**src/rtl/core/rcd_pkg.sv**
```systemverilog
package rcd_pkg;

    localparam int unsigned CHAN_W = 5;
    localparam int unsigned PATTERN_W = 32;

    localparam logic [CHAN_W-1:0] CH_ALL_OFF = 5'd25;
    localparam logic [CHAN_W-1:0] CH_MAX_RELAY = 5'd12;

    localparam logic [7:0] KEY_NONE = 8'hFE;
    localparam logic [7:0] KEY_ALL_OFF = 8'h04;

    localparam logic [7:0] CHAR_NUL = 8'h00;
    localparam logic [7:0] CHAR_LF = 8'h0A;
    localparam logic [7:0] CHAR_CR = 8'h0D;
    localparam logic [7:0] CHAR_HASH = 8'h23;
    localparam logic [7:0] CHAR_STAR = 8'h2A;
    localparam logic [7:0] CHAR_ZERO = 8'h30;
    localparam logic [7:0] CHAR_ONE = 8'h31;
    localparam logic [7:0] CHAR_TWO = 8'h32;
    localparam logic [7:0] CHAR_NINE = 8'h39;

    localparam logic [7:0] RELAY_OFF = 8'h2A;
    localparam logic [7:0] RELAY_SEL_A = 8'h2C;
    localparam logic [7:0] RELAY_SEL_B = 8'h32;
    localparam logic [7:0] RELAY_SEL_C = 8'h4A;

    localparam logic [PATTERN_W-1:0] PATTERN_ALL_OFF =
        {RELAY_OFF, RELAY_OFF, RELAY_OFF, RELAY_OFF};

    // One pattern request handed from the decoder to the output stage
    typedef struct packed {
        logic              valid;    // at least one beat to send
        logic              two;      // all-off beat followed by channel beat
        logic [CHAN_W-1:0] channel;
    } rcd_job_t;

    typedef struct packed {
        logic ready;    // output stage can take a new job this cycle
        logic pend;     // channel beat still waiting behind the all-off beat
    } rcd_emit_status_t;

    // Number of beats an apply of the channel produces
    function automatic logic [1:0] apply_beats(input logic [CHAN_W-1:0] ch);
        logic [1:0] beats;
        beats = 2'd0;
        if (ch == CH_ALL_OFF)
            beats = 2'd1;
        else if (ch != '0 && ch <= CH_MAX_RELAY)
            beats = 2'd2;
        return beats;
    endfunction

    // Relay pattern of a channel, first shifted byte in the low bits
    function automatic logic [PATTERN_W-1:0] channel_pattern(input logic [CHAN_W-1:0] ch);
        logic [PATTERN_W-1:0] pat;
        case (ch)
            5'd1:    pat = {RELAY_OFF, RELAY_OFF, RELAY_OFF, RELAY_SEL_A};
            5'd2:    pat = {RELAY_OFF, RELAY_OFF, RELAY_OFF, RELAY_SEL_B};
            5'd3:    pat = {RELAY_OFF, RELAY_OFF, RELAY_OFF, RELAY_SEL_C};
            5'd4:    pat = {RELAY_OFF, RELAY_OFF, RELAY_SEL_A, RELAY_OFF};
            5'd5:    pat = {RELAY_OFF, RELAY_OFF, RELAY_SEL_B, RELAY_OFF};
            5'd6:    pat = {RELAY_OFF, RELAY_OFF, RELAY_SEL_C, RELAY_OFF};
            5'd7:    pat = {RELAY_OFF, RELAY_SEL_A, RELAY_OFF, RELAY_OFF};
            5'd8:    pat = {RELAY_OFF, RELAY_SEL_B, RELAY_OFF, RELAY_OFF};
            5'd9:    pat = {RELAY_OFF, RELAY_SEL_C, RELAY_OFF, RELAY_OFF};
            5'd10:   pat = {RELAY_SEL_A, RELAY_OFF, RELAY_OFF, RELAY_OFF};
            5'd11:   pat = {RELAY_SEL_B, RELAY_OFF, RELAY_OFF, RELAY_OFF};
            5'd12:   pat = {RELAY_SEL_C, RELAY_OFF, RELAY_OFF, RELAY_OFF};
            default: pat = PATTERN_ALL_OFF;
        endcase
        return pat;
    endfunction

endpackage

```
**src/rtl/core/rcd_decode.sv**
```systemverilog
module rcd_decode #(
    parameter int unsigned LINE_LIMIT = 15
) (
    input  logic                          clk,
    input  logic                          rst_n,
    input  logic                          in_valid,
    output logic                          in_ready,
    input  logic                          in_func,
    input  logic [7:0]                    in_data,
    input  rcd_pkg::rcd_emit_status_t     emit_status,
    output rcd_pkg::rcd_job_t             job
);

    localparam int unsigned CW = $clog2(LINE_LIMIT);

    logic                        valid_reg;
    logic                        func_reg;
    logic [7:0]                  data_reg;

    logic [CW-1:0]               count_reg, count_next;
    logic [7:0]                  first_reg, first_next;
    logic [7:0]                  second_reg, second_next;
    logic [7:0]                  prev_reg, prev_next;
    logic [rcd_pkg::CHAN_W-1:0]  chan_reg, chan_next;
    logic [7:0]                  key_reg, key_next;

    logic [CW:0]                 n;
    logic                        apply;
    logic [rcd_pkg::CHAN_W-1:0]  apply_ch;
    logic [rcd_pkg::CHAN_W-1:0]  key_ch;
    logic [rcd_pkg::CHAN_W-1:0]  pair_ch;
    logic [1:0]                  beats;
    logic                        take;

    // key code: row in bits 2:0, column in bits 7:3; channel = row*6 + col + 1
    assign key_ch = rcd_pkg::CHAN_W'({data_reg[1:0], 2'b00})
                  + rcd_pkg::CHAN_W'({data_reg[1:0], 1'b0})
                  + rcd_pkg::CHAN_W'(data_reg[5:3]) + rcd_pkg::CHAN_W'(1);

    // two-digit line: tens*10 + ones
    assign pair_ch = rcd_pkg::CHAN_W'({first_reg[1:0], 3'b000})
                   + rcd_pkg::CHAN_W'({first_reg[1:0], 1'b0})
                   + rcd_pkg::CHAN_W'(second_reg[3:0]);

    assign n = {1'b0, count_reg} + (CW+1)'(1);

    always_comb
    begin
        count_next  = count_reg;
        first_next  = first_reg;
        second_next = second_reg;
        prev_next   = prev_reg;
        chan_next   = chan_reg;
        key_next    = key_reg;
        apply       = 1'b0;
        apply_ch    = chan_reg;

        if (func_reg)
        begin
            if (data_reg != key_reg)
            begin
                key_next = data_reg;
                if (data_reg == rcd_pkg::KEY_ALL_OFF)
                begin
                    chan_next = rcd_pkg::CH_ALL_OFF;
                    apply     = 1'b1;
                    apply_ch  = rcd_pkg::CH_ALL_OFF;
                end
                else
                begin
                    // codes outside the key grid keep the current channel
                    if (!data_reg[2] && data_reg[7:3] <= 5'd5)
                    begin
                        chan_next = key_ch;
                        apply_ch  = key_ch;
                    end
                    apply = (apply_ch <= rcd_pkg::CH_MAX_RELAY);
                end
            end
        end
        else if (data_reg != rcd_pkg::CHAR_NUL)
        begin
            if (count_reg == '0)
                first_next = data_reg;
            else if (count_reg == CW'(1))
                second_next = data_reg;
            prev_next = data_reg;

            if (n >= (CW+1)'(LINE_LIMIT))
                count_next = '0;
            else if (data_reg != rcd_pkg::CHAR_LF)
                count_next = n[CW-1:0];
            else
            begin
                count_next = '0;
                if (n > (CW+1)'(2) && prev_reg == rcd_pkg::CHAR_CR)
                begin
                    if (n == (CW+1)'(3) && first_reg == rcd_pkg::CHAR_HASH)
                        apply = 1'b1;
                    else if (n == (CW+1)'(3) && first_reg == rcd_pkg::CHAR_STAR)
                    begin
                        chan_next = rcd_pkg::CH_ALL_OFF;
                        apply     = 1'b1;
                        apply_ch  = rcd_pkg::CH_ALL_OFF;
                    end
                    else if (n == (CW+1)'(4) && first_reg > rcd_pkg::CHAR_ZERO
                             && first_reg <= rcd_pkg::CHAR_NINE)
                    begin
                        chan_next = rcd_pkg::CHAN_W'(first_reg[3:0]);
                        apply     = 1'b1;
                        apply_ch  = rcd_pkg::CHAN_W'(first_reg[3:0]);
                    end
                    else if (n == (CW+1)'(5)
                             && second_reg >= rcd_pkg::CHAR_ZERO
                             && second_reg <= rcd_pkg::CHAR_NINE
                             && (first_reg == rcd_pkg::CHAR_ONE
                                 || first_reg == rcd_pkg::CHAR_TWO))
                    begin
                        chan_next = pair_ch;
                        apply_ch  = pair_ch;
                        apply     = (pair_ch <= rcd_pkg::CH_MAX_RELAY);
                    end
                end
            end
        end

        beats       = apply ? rcd_pkg::apply_beats(apply_ch) : 2'd0;
        job.valid   = valid_reg && (beats != 2'd0);
        job.two     = (beats == 2'd2);
        job.channel = apply_ch;
        // an item that causes no beat retires without waiting on the output
        take        = valid_reg && ((beats == 2'd0) || emit_status.ready);
    end

    assign in_ready = !valid_reg || take;

    always_ff @(posedge clk or negedge rst_n)
    begin
        if (!rst_n)
        begin
            valid_reg <= 1'b0;
            count_reg <= '0;
            chan_reg  <= rcd_pkg::CH_ALL_OFF;
            key_reg   <= rcd_pkg::KEY_NONE;
        end
        else
        begin
            if (in_ready)
                valid_reg <= in_valid;
            if (take)
            begin
                count_reg <= count_next;
                chan_reg  <= chan_next;
                key_reg   <= key_next;
            end
        end
    end

    always_ff @(posedge clk)
    begin
        if (in_ready && in_valid)
        begin
            func_reg <= in_func;
            data_reg <= in_data;
        end
        if (take)
        begin
            first_reg  <= first_next;
            second_reg <= second_next;
            prev_reg   <= prev_next;
        end
    end

endmodule

```
**src/rtl/core/rcd_emit.sv**
```systemverilog
module rcd_emit (
    input  logic                               clk,
    input  logic                               rst_n,
    input  rcd_pkg::rcd_job_t                  job,
    output rcd_pkg::rcd_emit_status_t          emit_status,
    output logic                               out_valid,
    input  logic                               out_ready,
    output logic [rcd_pkg::PATTERN_W-1:0]      out_data,
    output logic                               out_last
);

    logic                              valid_reg, valid_next;
    logic                              pend_reg, pend_next;
    logic [rcd_pkg::CHAN_W-1:0]        pend_ch_reg, pend_ch_next;
    logic [rcd_pkg::PATTERN_W-1:0]     data_reg, data_next;
    logic                              last_reg, last_next;
    logic                              out_free;

    assign out_free          = !valid_reg || out_ready;
    assign emit_status.ready = !pend_reg && out_free;
    assign emit_status.pend  = pend_reg;

    always_comb
    begin
        valid_next   = valid_reg;
        pend_next    = pend_reg;
        pend_ch_next = pend_ch_reg;
        data_next    = data_reg;
        last_next    = last_reg;
        if (out_free)
        begin
            if (pend_reg)
            begin
                // second beat: the channel pattern closes the run
                valid_next = 1'b1;
                pend_next  = 1'b0;
                data_next  = rcd_pkg::channel_pattern(pend_ch_reg);
                last_next  = 1'b1;
            end
            else if (job.valid)
            begin
                valid_next   = 1'b1;
                pend_next    = job.two;
                pend_ch_next = job.channel;
                data_next    = rcd_pkg::PATTERN_ALL_OFF;
                last_next    = !job.two;
            end
            else
                valid_next = 1'b0;
        end
    end

    always_ff @(posedge clk or negedge rst_n)
    begin
        if (!rst_n)
        begin
            valid_reg <= 1'b0;
            pend_reg  <= 1'b0;
        end
        else
        begin
            valid_reg <= valid_next;
            pend_reg  <= pend_next;
        end
    end

    always_ff @(posedge clk)
    begin
        pend_ch_reg <= pend_ch_next;
        data_reg    <= data_next;
        last_reg    <= last_next;
    end

    assign out_valid = valid_reg;
    assign out_data  = data_reg;
    assign out_last  = last_reg;

endmodule

```
**src/rtl/core/relay_channel_command_decoder_core.sv**
```systemverilog
// A result beat passes through the input register and then the output register on its way to m_axis;
//   a channel apply's second beat enters the output register as the sink takes its first.
// Throughput: one input beat per cycle when no pattern results; otherwise an input beat
//   retires only when no channel beat is pending and the output register is free or being
//   taken, set by the single output register and its one pending-beat slot.
// Reset (rst_n low, asynchronous): line count 0, channel 25 (all off), no key seen.
module relay_channel_command_decoder_core #(
    parameter int unsigned LINE_LIMIT = 15
) (
    input  logic        clk,
    input  logic        rst_n,

    input  logic        s_axis_tvalid,
    output logic        s_axis_tready,
    input  logic [7:0]  s_axis_tdata,   // [7:0] data: serial character or key scan code
    input  logic        s_axis_tuser,   // [0] func: 0 serial byte, 1 key scan code

    output logic        m_axis_tvalid,
    input  logic        m_axis_tready,
    output logic [31:0] m_axis_tdata,   // [7:0] relay_byte_first, [15:8] relay_byte_second,
                                        // [23:16] relay_byte_third, [31:24] relay_byte_fourth
    output logic        m_axis_tlast    // last_of_run
);

    rcd_pkg::rcd_job_t          job;
    rcd_pkg::rcd_emit_status_t  emit_status;

    // Input register, line/key state and the decode of one beat.
    // State commits only when the beat retires, into the output stage if it sends a beat.
    rcd_decode #(
        .LINE_LIMIT (LINE_LIMIT)
    ) u_decode (
        .clk         (clk),
        .rst_n       (rst_n),
        .in_valid    (s_axis_tvalid),
        .in_ready    (s_axis_tready),
        .in_func     (s_axis_tuser),
        .in_data     (s_axis_tdata),
        .emit_status (emit_status),
        .job         (job)
    );

    // Output register plus one pending slot: the all-off beat goes out first,
    // the channel pattern is held behind it until the sink takes the first beat.
    rcd_emit u_emit (
        .clk         (clk),
        .rst_n       (rst_n),
        .job         (job),
        .emit_status (emit_status),
        .out_valid   (m_axis_tvalid),
        .out_ready   (m_axis_tready),
        .out_data    (m_axis_tdata),
        .out_last    (m_axis_tlast)
    );

    // A pending channel beat always sits behind a visible all-off beat.
    a_pend_has_beat: assert property (@(posedge clk) disable iff (!rst_n)
        emit_status.pend |-> m_axis_tvalid)
        else $error("pending channel beat without a beat on the output");

    // A beat that does not close its run is always followed by a pending beat.
    a_open_run_pending: assert property (@(posedge clk) disable iff (!rst_n)
        (m_axis_tvalid && !m_axis_tlast) |-> emit_status.pend)
        else $error("open run with no pending channel beat");

    // The opening beat of a two-beat run is the all-off pattern.
    a_open_run_all_off: assert property (@(posedge clk) disable iff (!rst_n)
        (m_axis_tvalid && !m_axis_tlast) |-> (m_axis_tdata == rcd_pkg::PATTERN_ALL_OFF))
        else $error("first beat of a channel apply is not all-off");

    // The output stage takes no new job while a channel beat is pending.
    a_no_job_while_pend: assert property (@(posedge clk) disable iff (!rst_n)
        emit_status.pend |-> !emit_status.ready)
        else $error("output stage ready while a beat is pending");

endmodule

```
**config.mk**
```make
export PLATFORM = sky130hd
export DESIGN_NAME = relay_channel_command_decoder_core
export DESIGN_NICKNAME = d
export VERILOG_FILES = /design/src/rtl/core/rcd_pkg.sv /design/src/rtl/core/rcd_decode.sv /design/src/rtl/core/rcd_emit.sv /design/src/rtl/core/relay_channel_command_decoder_core.sv
export SDC_FILE = /design/constraint.sdc
export NUM_CORES = 1
export LEC_CHECK = 0
export BUFFER_PORTS_ARGS = -buffer_cell sky130_fd_sc_hd__buf_2
export CORE_MARGIN = 5
export CORE_UTILIZATION = 45
export CTS_BUF_LIST = sky130_fd_sc_hd__clkbuf_16
export DETAILED_ROUTE_END_ITERATION = 16
export MAX_ROUTING_LAYER = met4
export PLACE_DENSITY = 0.64
export SLEW_MARGIN = 0
export SYNTH_ARGS = -nofsm -noshare
export SYNTH_HDL_FRONTEND = slang
export SYNTH_HIERARCHICAL = 1
export SYNTH_SLANG_ARGS = --single-unit
```
**constraint.sdc**
```tcl
create_clock -name clk -period 5.6 [get_ports clk]
set_input_delay 0.56 -clock clk [delete_from_list [all_inputs] [get_ports clk]]
set_output_delay 0.56 -clock clk [all_outputs]
set_load 0.05 [all_outputs]
```
Word level (Yosys, flattened, before mapping)
Memory sizes are Yosys's and may differ from the RTL's. A register that Yosys moved wholly into a read port is not among the register bits.
Cells that the tools add are included.
{"block": "totals", "register_bits": 91, "rom_bits": 384, "inputBits": 13, "output_inout_bits": 35, "word_cells": 128, "n_memories": 1}
{"block": "classes", "add_sub_neg": 6, "n_lt_le_gt_ge": 10, "eq_ne": 15, "muxes": 43, "bitwise_logic": 3, "n_reduce_logical": 36}
{"name": "(name not given)", "depth": 16, "width": 24, "rd": 1, "rd_ports_with_merged_regs": 1, "wr": 0, "line_no": "rcd_pkg.sv:56", "source": "case (ch)"}
{"operator": "$mux 32", "count": 3}
{"operator": "$mux 5", "count": 18}
{"operator": "$eq 8x6->1 const B", "count": 4}
{"operator": "$le 8x6->1 const B", "count": 2}
{"operator": "$mux 1", "count": 16}
{"operator": "$le 5x4->1 const B", "count": 3}
{"operator": "$logic_and 1x1->1", "count": 14}
{"operator": "$mux 4", "count": 3}
{"operator": "$add 5x3->5", "count": 2}
{"operator": "$eq 5x3->1 const B", "count": 2}
{"operator": "$reduce_and 3->1", "count": 3}
{"operator": "$eq 8x3->1 const B", "count": 1}
{"operator": "$eq 8x4->1 const B", "count": 1}
{"operator": "$ge 8x6->1 const B", "count": 1}
{"operator": "$gt 8x6->1 const B", "count": 1}
{"operator": "$ne 8x4->1 const B", "count": 1}
{"operator": "$ne 8x8->1", "count": 1}
{"operator": "$reduce_bool 8->1", "count": 1}
{"operator": "$mux 2", "count": 3}
{"operator": "$add 4x1->5 const B", "count": 1}
{"operator": "$add 4x3->5", "count": 1}
{"operator": "$add 5x1->5 const B", "count": 1}
{"operator": "$add 5x4->5", "count": 1}
{"operator": "$eq 5x2->1 const B", "count": 1}
{"operator": "17 further kinds", "count": 28}

Depth between registers and ports, before layout
Gate-level depths: netlist (run 1).
{"block": "depth", "depth_word": 24, "depth_mapped": 15}

Cells and area by module
The synthesis (run 1) kept the hierarchy.
{"module": "rcd_decode", "n_inst": 1, "cells_per_inst": 297, "area_per_inst_um2": 3320.7, "seq_area_each_um2": 1453.9}
{"module": "rcd_emit", "n_inst": 1, "cells_per_inst": 167, "area_per_inst_um2": 2239.6, "seq_area_each_um2": 1431.4}

Least setup slack after synthesis (run 1)
No wires, ideal clock.
{"block": "synth_path", "path_type": "register to register", "from": "register u_decode.count_reg[0]", "to": "register u_emit.data_reg (netlist bit u_emit/out_data[10]) (enable)", "setup_ns": 0.407, "t_arrival_ns": 3.963, "t_required_ns": 5.193, "path_slack_ns": 1.231, "stages_incl_launch_ff": 14, "n_path_buf": 0, "synth_period_minus_slack_ns": 4.369, "cell_sequence": "dfrtp_1 inv_1 ha_1 nor2b_1 o221a_2 nor2_1 and3_1 nor3b_1 a211o_1 a21boi_1 nor2_1 and3_1 nor2_1 nor2_1"}
{"item": "start: declaration", "line_no": "rcd_decode.sv:20", "source": "logic [CW-1:0] count_reg, count_next;"}
{"item": "start signal: assignment", "line_no": "rcd_decode.sv:152", "source": "count_reg <= count_next;"}
{"item": "end signal: assignment", "line_no": "rcd_emit.sv:70", "source": "data_reg <= data_next;"}
{"item": "end: declaration", "line_no": "rcd_emit.sv:15", "source": "logic [rcd_pkg::PATTERN_W-1:0] data_reg, data_next;"}

==> results of run 1 <==
critical path: cells and delay by family (launching register included):
family / cells / cell delay (ns)
and+or+nand+nor: 6 / 1.42
adders and majority gates: 1 / 0.35
buffers and inverters: 3 / 0.48
DFF: 1 / 0.47
AOI/OAI and AO/OA: 3 / 1.12
final timing paths:
check | start | end | slack (ns) | depth (start not counted)
setup / recovery | u_decode/count_reg[0] | s_axis_tready | 0.85 | 13
hold / removal | rst_n | u_decode/key_reg[0] | 0.16 | 1
setup reg to reg | u_decode/count_reg[0] | u_decode/second_reg[1] | 1.03 | 14
hold reg to reg | flop | u_emit/out_data[9] | 0.48 | 1
max in group asynchronous | rst_n | u_decode/chan_reg[4] | 5.09 | 1
min in group clk | s_axis_tdata[7] | u_decode/data_reg[7] | 0.38 | 1
per-stage QoR:
step | power [mW] | instances | instance area [um2] | hold slack [ns] | utilization [%]
after global placement | 1.96 | 658 | 5870 | 0.468 | 48.7
after detailed placement | 1.98 | 658 | 5870 | 0.469 | 48.7
after floorplan | 1.80 | 470 | 5580 | 0.264 | -
final | 2.56 | 674 | 6150 | 0.160 | 51.0
after CTS | 2.58 | 674 | 6150 | 0.163 | 51.0
after global routing | 2.72 | 674 | 6150 | 0.182 | 51.0
metal layers:
layer  track usage (%)  vias to the layer above  wire length (um)  share of wire, %
li1                  -                     1770                 -                 -
met1              20.7                     1727              4850                45
met2              24.6                      103              5140                48
met3              3.87                       15               628               5.8
met4              5.88                        0               169               1.6
met5                 -                        -                 0                 0
final cells by class:
| type | instances | area [um2] |
|---|---|---|
| Sequential cell | 107 | 2890 |
| Clock buffer | 9 | 225 |
| Fill cell | 1071 | 5910 |
| Tap cell | 168 | 210 |
| Timing Repair Buffer | 43 | 225 |
| Inverter | 15 | 56.3 |
| Multi-Input combinational cell | 325 | 2490 |
| Clock inverter | 7 | 57.6 |
power groups by stage:
| stage | Sequential [mW] | Clock [mW] | Combinational (mW) |
|---|---|---|---|
| 2_1_floorplan | 1.20 | 0 | 0.600 |
| 3_3_place_gp | 1.15 | 0 | 0.807 |
| 3_5_place_dp | 1.16 | 0 | 0.817 |
| 4_1_cts | 1.14 | 0.616 | 0.823 |
| 5_1_grt | 1.16 | 0.649 | 0.906 |
| 6_report | 1.14 | 0.597 | 0.821 |
==> out/metrics.cfg, run 1 <==
[clock_tree]
clk_path_buf_depth=2
cts.reportedPaths.clkPinSlew_ns=0.07
cts_hold_buf=0
clkLatencyLatePin_ns=0.35
cts.sinks=107
cts_tree=yes
post_cts_buffers=0
cts-root-buf=clkbuf_16
htree_num_levels=3
cts_buffers=9
postCtsResizedCells=0

[sta]
finalCritPeriodShare_pct=84.8
fin_skew_ns=0.00623
setup_viol=0
rsz0062_at_grt=false
fin_tns_setup_ns=0
fin_crit_ns=4.75
slew_headroom_pct=52.5
drv_slew=0
layout_setup_ws_ns=0.849
tightest_slew_ns=0.710
fmax_ghz=0.210
hold_viol=0

[floorplan]
start_util_pct=46.0
core_area_um2=12100
ios=48
rows=40
die_w_um=121
die_y_um=121
die_area_um2=14700

[route]
drcViolationCount=0
wirelength_um=10800
ant_nets=0
vias=3615
drtIter0Drc=317
wl_per_cell_um=16.0
dr.pass1.iters=4
vias_per_cell=5.36

[power]
p_per_area_nw_per_um2=416
power_frac_comb_pct=32.0
p_sw_share_pct=36.1
p_sw_uw=924
leakage_nw=2.37
peakVddDrop_v=0.000188
internal_power_mw=1.64
clock_power_share_pct=23.3
seqPwrFrac_pct=44.7

[worst_setup_path]
cp_slowest_stage_delay_ns=0.48
slowest_stage=nor2_1
arrival_ns=4.19
worstSetupPathType=flop to primary output
crit_chain=inv_1 > ha_1 > nor2b_1 > o221a_2 > nor2_1 > and3_1 > nor3b_1 > a211o_1 > o31ai_2 > nand2_1 > and4b_1 > inv_1 > buf_2
start_kind=flop
cpMostUsedCell=inv_1
cp_max_fo=11
required_ns=5.04
crit_path_end_kind=primary output

[place]
gp_congestion=0.882
place.port_buffers=39
pre_cts_ws_ns=1.12
dp_hpwl_um=7920

[logic_synthesis]
synth_area_per_cell_um2=12.0
ys_warn_count=6
synth_cells=463
syn-cell-area_um2=5550

[final_layout]
final_cell_mix=edfxtp_1 (63), buf_2 (39), nor2_1 (29)
drive_above_1_share_pct=21.7
flow.area_growth_from_synthesis_pct=10.8
num-nets-final=532
num_antenna_cells=0
layout_commonest_cell=edfxtp_1

[global_routing]
grt_pass1_vias=3469
grt_first_pass_wirelength_um=17800
grt_max_degree=26
grt-ovfl-total=0
grt_usage_pct=16.0
antenna_found_initial=0

[job]
cap_violations=0

[worst_hold_path]
hold_class=primary input to async pin

[status]
outcome=completed

Note: power is estimated with default switching activity, not from simulation.
==> inputs of run 2 (changes only) <==
Settings changed: ABC_AREA from default to 1, PLACE_DENSITY 0.64 to 0.66.
Clock period 5.6 ns to 4.2 ns, I/O delays scaled along.
==> out/metrics.cfg, run 2 <==
[sta]
fin_crit_ns=3.90
finalCritPeriodShare_pct=92.8
hold_viol=0
slew_headroom_pct=66.7
layout_setup_ws_ns=0.304
fmax_ghz=0.257
fin_skew_ns=0.0121
fin_tns_setup_ns=0
setup_viol=0
drv_slew=0
tightest_slew_ns=0.498
rsz0062_at_grt=false

[clock_tree]
postCtsResizedCells=0
cts_tree=yes
htree_num_levels=3
clkLatencyLatePin_ns=0.35
cts-root-buf=clkbuf_16
clk_path_buf_depth=2
cts_hold_buf=0
cts.reportedPaths.clkPinSlew_ns=0.07
cts.sinks=107
post_cts_buffers=0
cts_buffers=9

[job]
cap_violations=0

[global_routing]
grt-ovfl-total=0
busiest_layer=met2
grt_use_met1_pct=20.4
grt_first_pass_wirelength_um=17900
antenna_found_initial=0
grt_pass1_vias=3765
grt_usage_pct=16.0
gr-usage-met2_pct=24.9
met3_usage_pct=4.34
grt_max_degree=26

[final_layout]
num-nets-final=682
drive_above_1_share_pct=19.7
num_antenna_cells=0
flow.area_growth_from_synthesis_pct=12.4
final_cell_mix=nand2_1 (150), inv_1 (71), nor2_1 (69)
layout_commonest_cell=nand2_1
final.fill_count=1100

[worst_setup_path]
required_ns=3.78
crit_path_end_kind=primary output
arrival_ns=3.48
crit_family=adder cells
start_kind=flop
rrSetupSlack_ns=0.41
cp_max_fo=9
slowest_stage=fa_1
cpMostUsedCell=nand2_1
cp_num_buf_inv=2
worstSetupPathType=flop to primary output
cp_slowest_stage_delay_ns=0.56
crit_chain=fa_1 > fa_1 > xor2_1 > nand2_1 > o21ai_0 > nor2_1 > o22ai_1 > inv_1 > nand2_2 > nand2_1 > nand3b_1 > a21boi_1 > nand2_1 > buf_2

[floorplan]
die_area_um2=14300
core_area_um2=11900
start_util_pct=45.5
ios=48
die_y_um=120
rows=40
die_w_um=120

[power]
leakage_nw=2.61
power.total_mw=3.49
p_per_area_nw_per_um2=573
peakVddDrop_v=0.000280

[logic_synthesis]
synth_area_per_cell_um2=8.99
synth_cells=603
syn-cell-area_um2=5420
ys_warn_count=6

[place]
dp_hpwl_um=8100
place.port_buffers=39
pre_cts_ws_ns=0.406
gp_congestion=0.937

[status]
outcome=completed

[route]
drtIter0Drc=295
drcViolationCount=0
wl_per_cell_um=13.2
ant_nets=0
vias_per_cell=5.02
wirelength_um=10600
vias=4033
dr.pass1.iters=7

[worst_hold_path]
hold_class=primary input to async pin

run 2: per-stage QoR:
stage,hold WS (ns),instances,util (%),area (um2)
after CTS,0.0149,803,51.2,6090
final,0.00725,803,51.2,6090
after global routing,0.0352,803,51.2,6090
after detailed placement,0.396,787,48.4,5770
after floorplan,0.124,610,-,5450
after global placement,0.392,787,48.4,5770
run 2: power breakdown:
part	switching (mW)	internal (mW)	leakage (nW)
Clock	0.373	0.508	0.160
Sequential	0.139	1.36	0.977
Combinational	0.782	0.334	1.47
run 2: layer usage:
layer  share of wire, %  up-vias
met1                 45     1866
li1                   -     2037
met5                  0        -
met4                1.2        0
met2                 47      119
met3                6.2       11
run 2: area by class of cell:
cell class	count	area (um2)	area share, %
Clock buffer	10	250	4.11
Clock inverter	6	73.8	1.21
Inverter	79	297	4.87
Multi-Input combinational cell	408	2160	35.4
Sequential cell	107	2890	47.4
Tap cell	147	184	3.02
Timing Repair Buffer	46	248	4.07
run 2: final timing paths:
check                                      from                    to  cells past startpoint
setup / recovery           u_decode/data_reg[1]         s_axis_tready                     14
hold / removal                            rst_n  u_decode/chan_reg[2]                      1
setup reg to reg           u_decode/data_reg[1]                  flop                     19
hold reg to reg             u_decode/key_reg[7]   u_decode/key_reg[7]                      2
max in group asynchronous                 rst_n  u_decode/chan_reg[0]                      1
min in group clk                s_axis_tdata[4]  u_decode/data_reg[4]                      1
==> inputs of run 3 (changes only) <==
Settings changed: ABC_AREA 1 to default.
==> out/metrics.cfg, run 3 (same netlist as run 1, synthesis figures left out) <==
[final_layout]
final_cell_mix=edfxtp_1 (63), buf_4 (41), buf_2 (38)
final.fill_count=1053
num_antenna_cells=0
layout_commonest_cell=edfxtp_1
drive_above_1_share_pct=28.0
flow.area_growth_from_synthesis_pct=16.9
num-nets-final=569
design_area_um2=6490

[job]
cap_violations=0

[route]
wirelength_um=11400
ant_nets=0
dr.pass1.iters=5
vias=3881
drtIter0Drc=191
wl_per_cell_um=16.1
vias_per_cell=5.46
drcViolationCount=0

[floorplan]
rows=40
ios=48
core_area_um2=12100
die_y_um=121
die_w_um=121
die_area_um2=14700
start_util_pct=46.0

[sta]
setup_viol=0
fin_skew_ns=0.00914
fmax_ghz=0.247
whs_ns=0.0437
drv_slew=0
fin_crit_ns=4.04
finalCritPeriodShare_pct=96.2
slew_headroom_pct=53.3
hold_viol=0
tightest_slew_ns=0.699

[place]
gp_congestion=0.893
place.port_buffers=39
dp_hpwl_um=8570
placed_area_um2=6130

[global_routing]
grt_usage_pct=16.8
grt_max_degree=26
grt_pass1_vias=3824
antenna_found_initial=0
grt-ovfl-total=0
busiest_layer=met2
grt_use_met1_pct=19.8
met3_usage_pct=4.34
grt_first_pass_wirelength_um=18700
gr-usage-met2_pct=27.4

[clock_tree]
cts_hold_buf=0
clk_path_buf_depth=2
clkLatencyLatePin_ns=0.35
cts-root-buf=clkbuf_16
cts_tree=yes
cts_buffers=9
cts.sinks=107
htree_num_levels=3
cts.reportedPaths.clkPinSlew_ns=0.07

[worst_setup_path]
crit_path_end_kind=primary output
r2r-start=u_decode/data_reg[1]
reg2reg_depth=16
start_kind=flop
arrival_ns=3.62
required_ns=3.78
rrSetupSlack_ns=0.22
worstSetupPathType=flop to primary output
cp_max_fo=7

[power]
p_per_area_nw_per_um2=554
peakVddDrop_v=0.000345
leakage_nw=2.57

[worst_hold_path]
hold_class=primary input to async pin

[status]
outcome=completed

## run 3: changes by cell type in the layout (fill, tap and decap cells not counted), sizes merged, moves of 21 or more
cell,previous run,this run
nand2,171,19
inv,82,21
nor2,82,31
nand3,46,5
buf,46,79
mux2,0,23
nand4,30,7
nand2b,0,21
## run 3: area by class of cell
type / instances / area [um2] / area share [%]
Inverter: 15 / 56.3 / 0.867
Clock inverter: 6 / 50.0 / 0.771
Clock buffer: 10 / 250 / 3.86
Tap cell: 168 / 210 / 3.24
Timing Repair Buffer: 80 / 505 / 7.79
Multi-Input combinational cell: 325 / 2530 / 39.0
Sequential cell: 107 / 2890 / 44.4
## run 3: what timing repair did
action                                  in CTS  in global routing
endpoints found under the setup margin      25                 56
resized for setup                            1                  7
pin swaps                                    0                  2
hold endpoints to repair                     0                  0
cloned                                       0                  0
setup buffers                                0                  2
## run 3: report_power, final
part	internal [mW]	total (mW)	switching [mW]
clock network	0.449	0.836	0.387
logic	0.508	1.25	0.745
registers	1.36	1.50	0.145
total	2.32	3.59	1.28
## run 3: metal layers
metal,part of all wire [%],vias to the layer above
met4,2.6,0
met3,5.5,28
met1,42,1891
met5,0,-
li1,-,1845
met2,50,117
## run 3: per-stage QoR
step	total power, mW	util [%]	setup TNS (ns)	worst slack, ns	cells
floorplan	2.40	-	0	0.242	470
global route	3.81	53.8	-0.0264	-0.0264	711
global placement	2.72	50.8	0	0.124	693
finish	3.59	53.8	0	0.158	711
CTS	3.61	53.4	0	0.0947	709
detailed placement	2.76	50.8	-0.331	-0.0152	693
## run 3: worst max path at each step
stage	depth (start not counted)	slack, ns	startpoint	to
after global routing	12	-0.03	u_decode/count_reg[0]	s_axis_tready
final	12	0.16	u_decode/count_reg[0]	s_axis_tready
after floorplan	13	0.24	u_decode/count_reg[0]	u_emit/out_data[10]
after detailed placement	13	-0.02	u_decode/data_reg[1]	u_emit/out_data[9]
after CTS	12	0.09	u_decode/count_reg[0]	s_axis_tready
after global placement	12	0.12	u_decode/count_reg[0]	u_emit/out_data[9]
## run 3: worst max-delay path, stage by stage (launching register included)
cell and delay (ns):
dfrtp_1 0.42, ha_2 0.25, nand4b_1 0.23, mux2_2 0.38, nor3_4 0.33, mux2i_1 0.31
a211oi_2 0.14, a211o_1 0.30, o31ai_2 0.28, nand2_1 0.09, and4b_1 0.24, inv_1 0.07
clkbuf_4 0.22
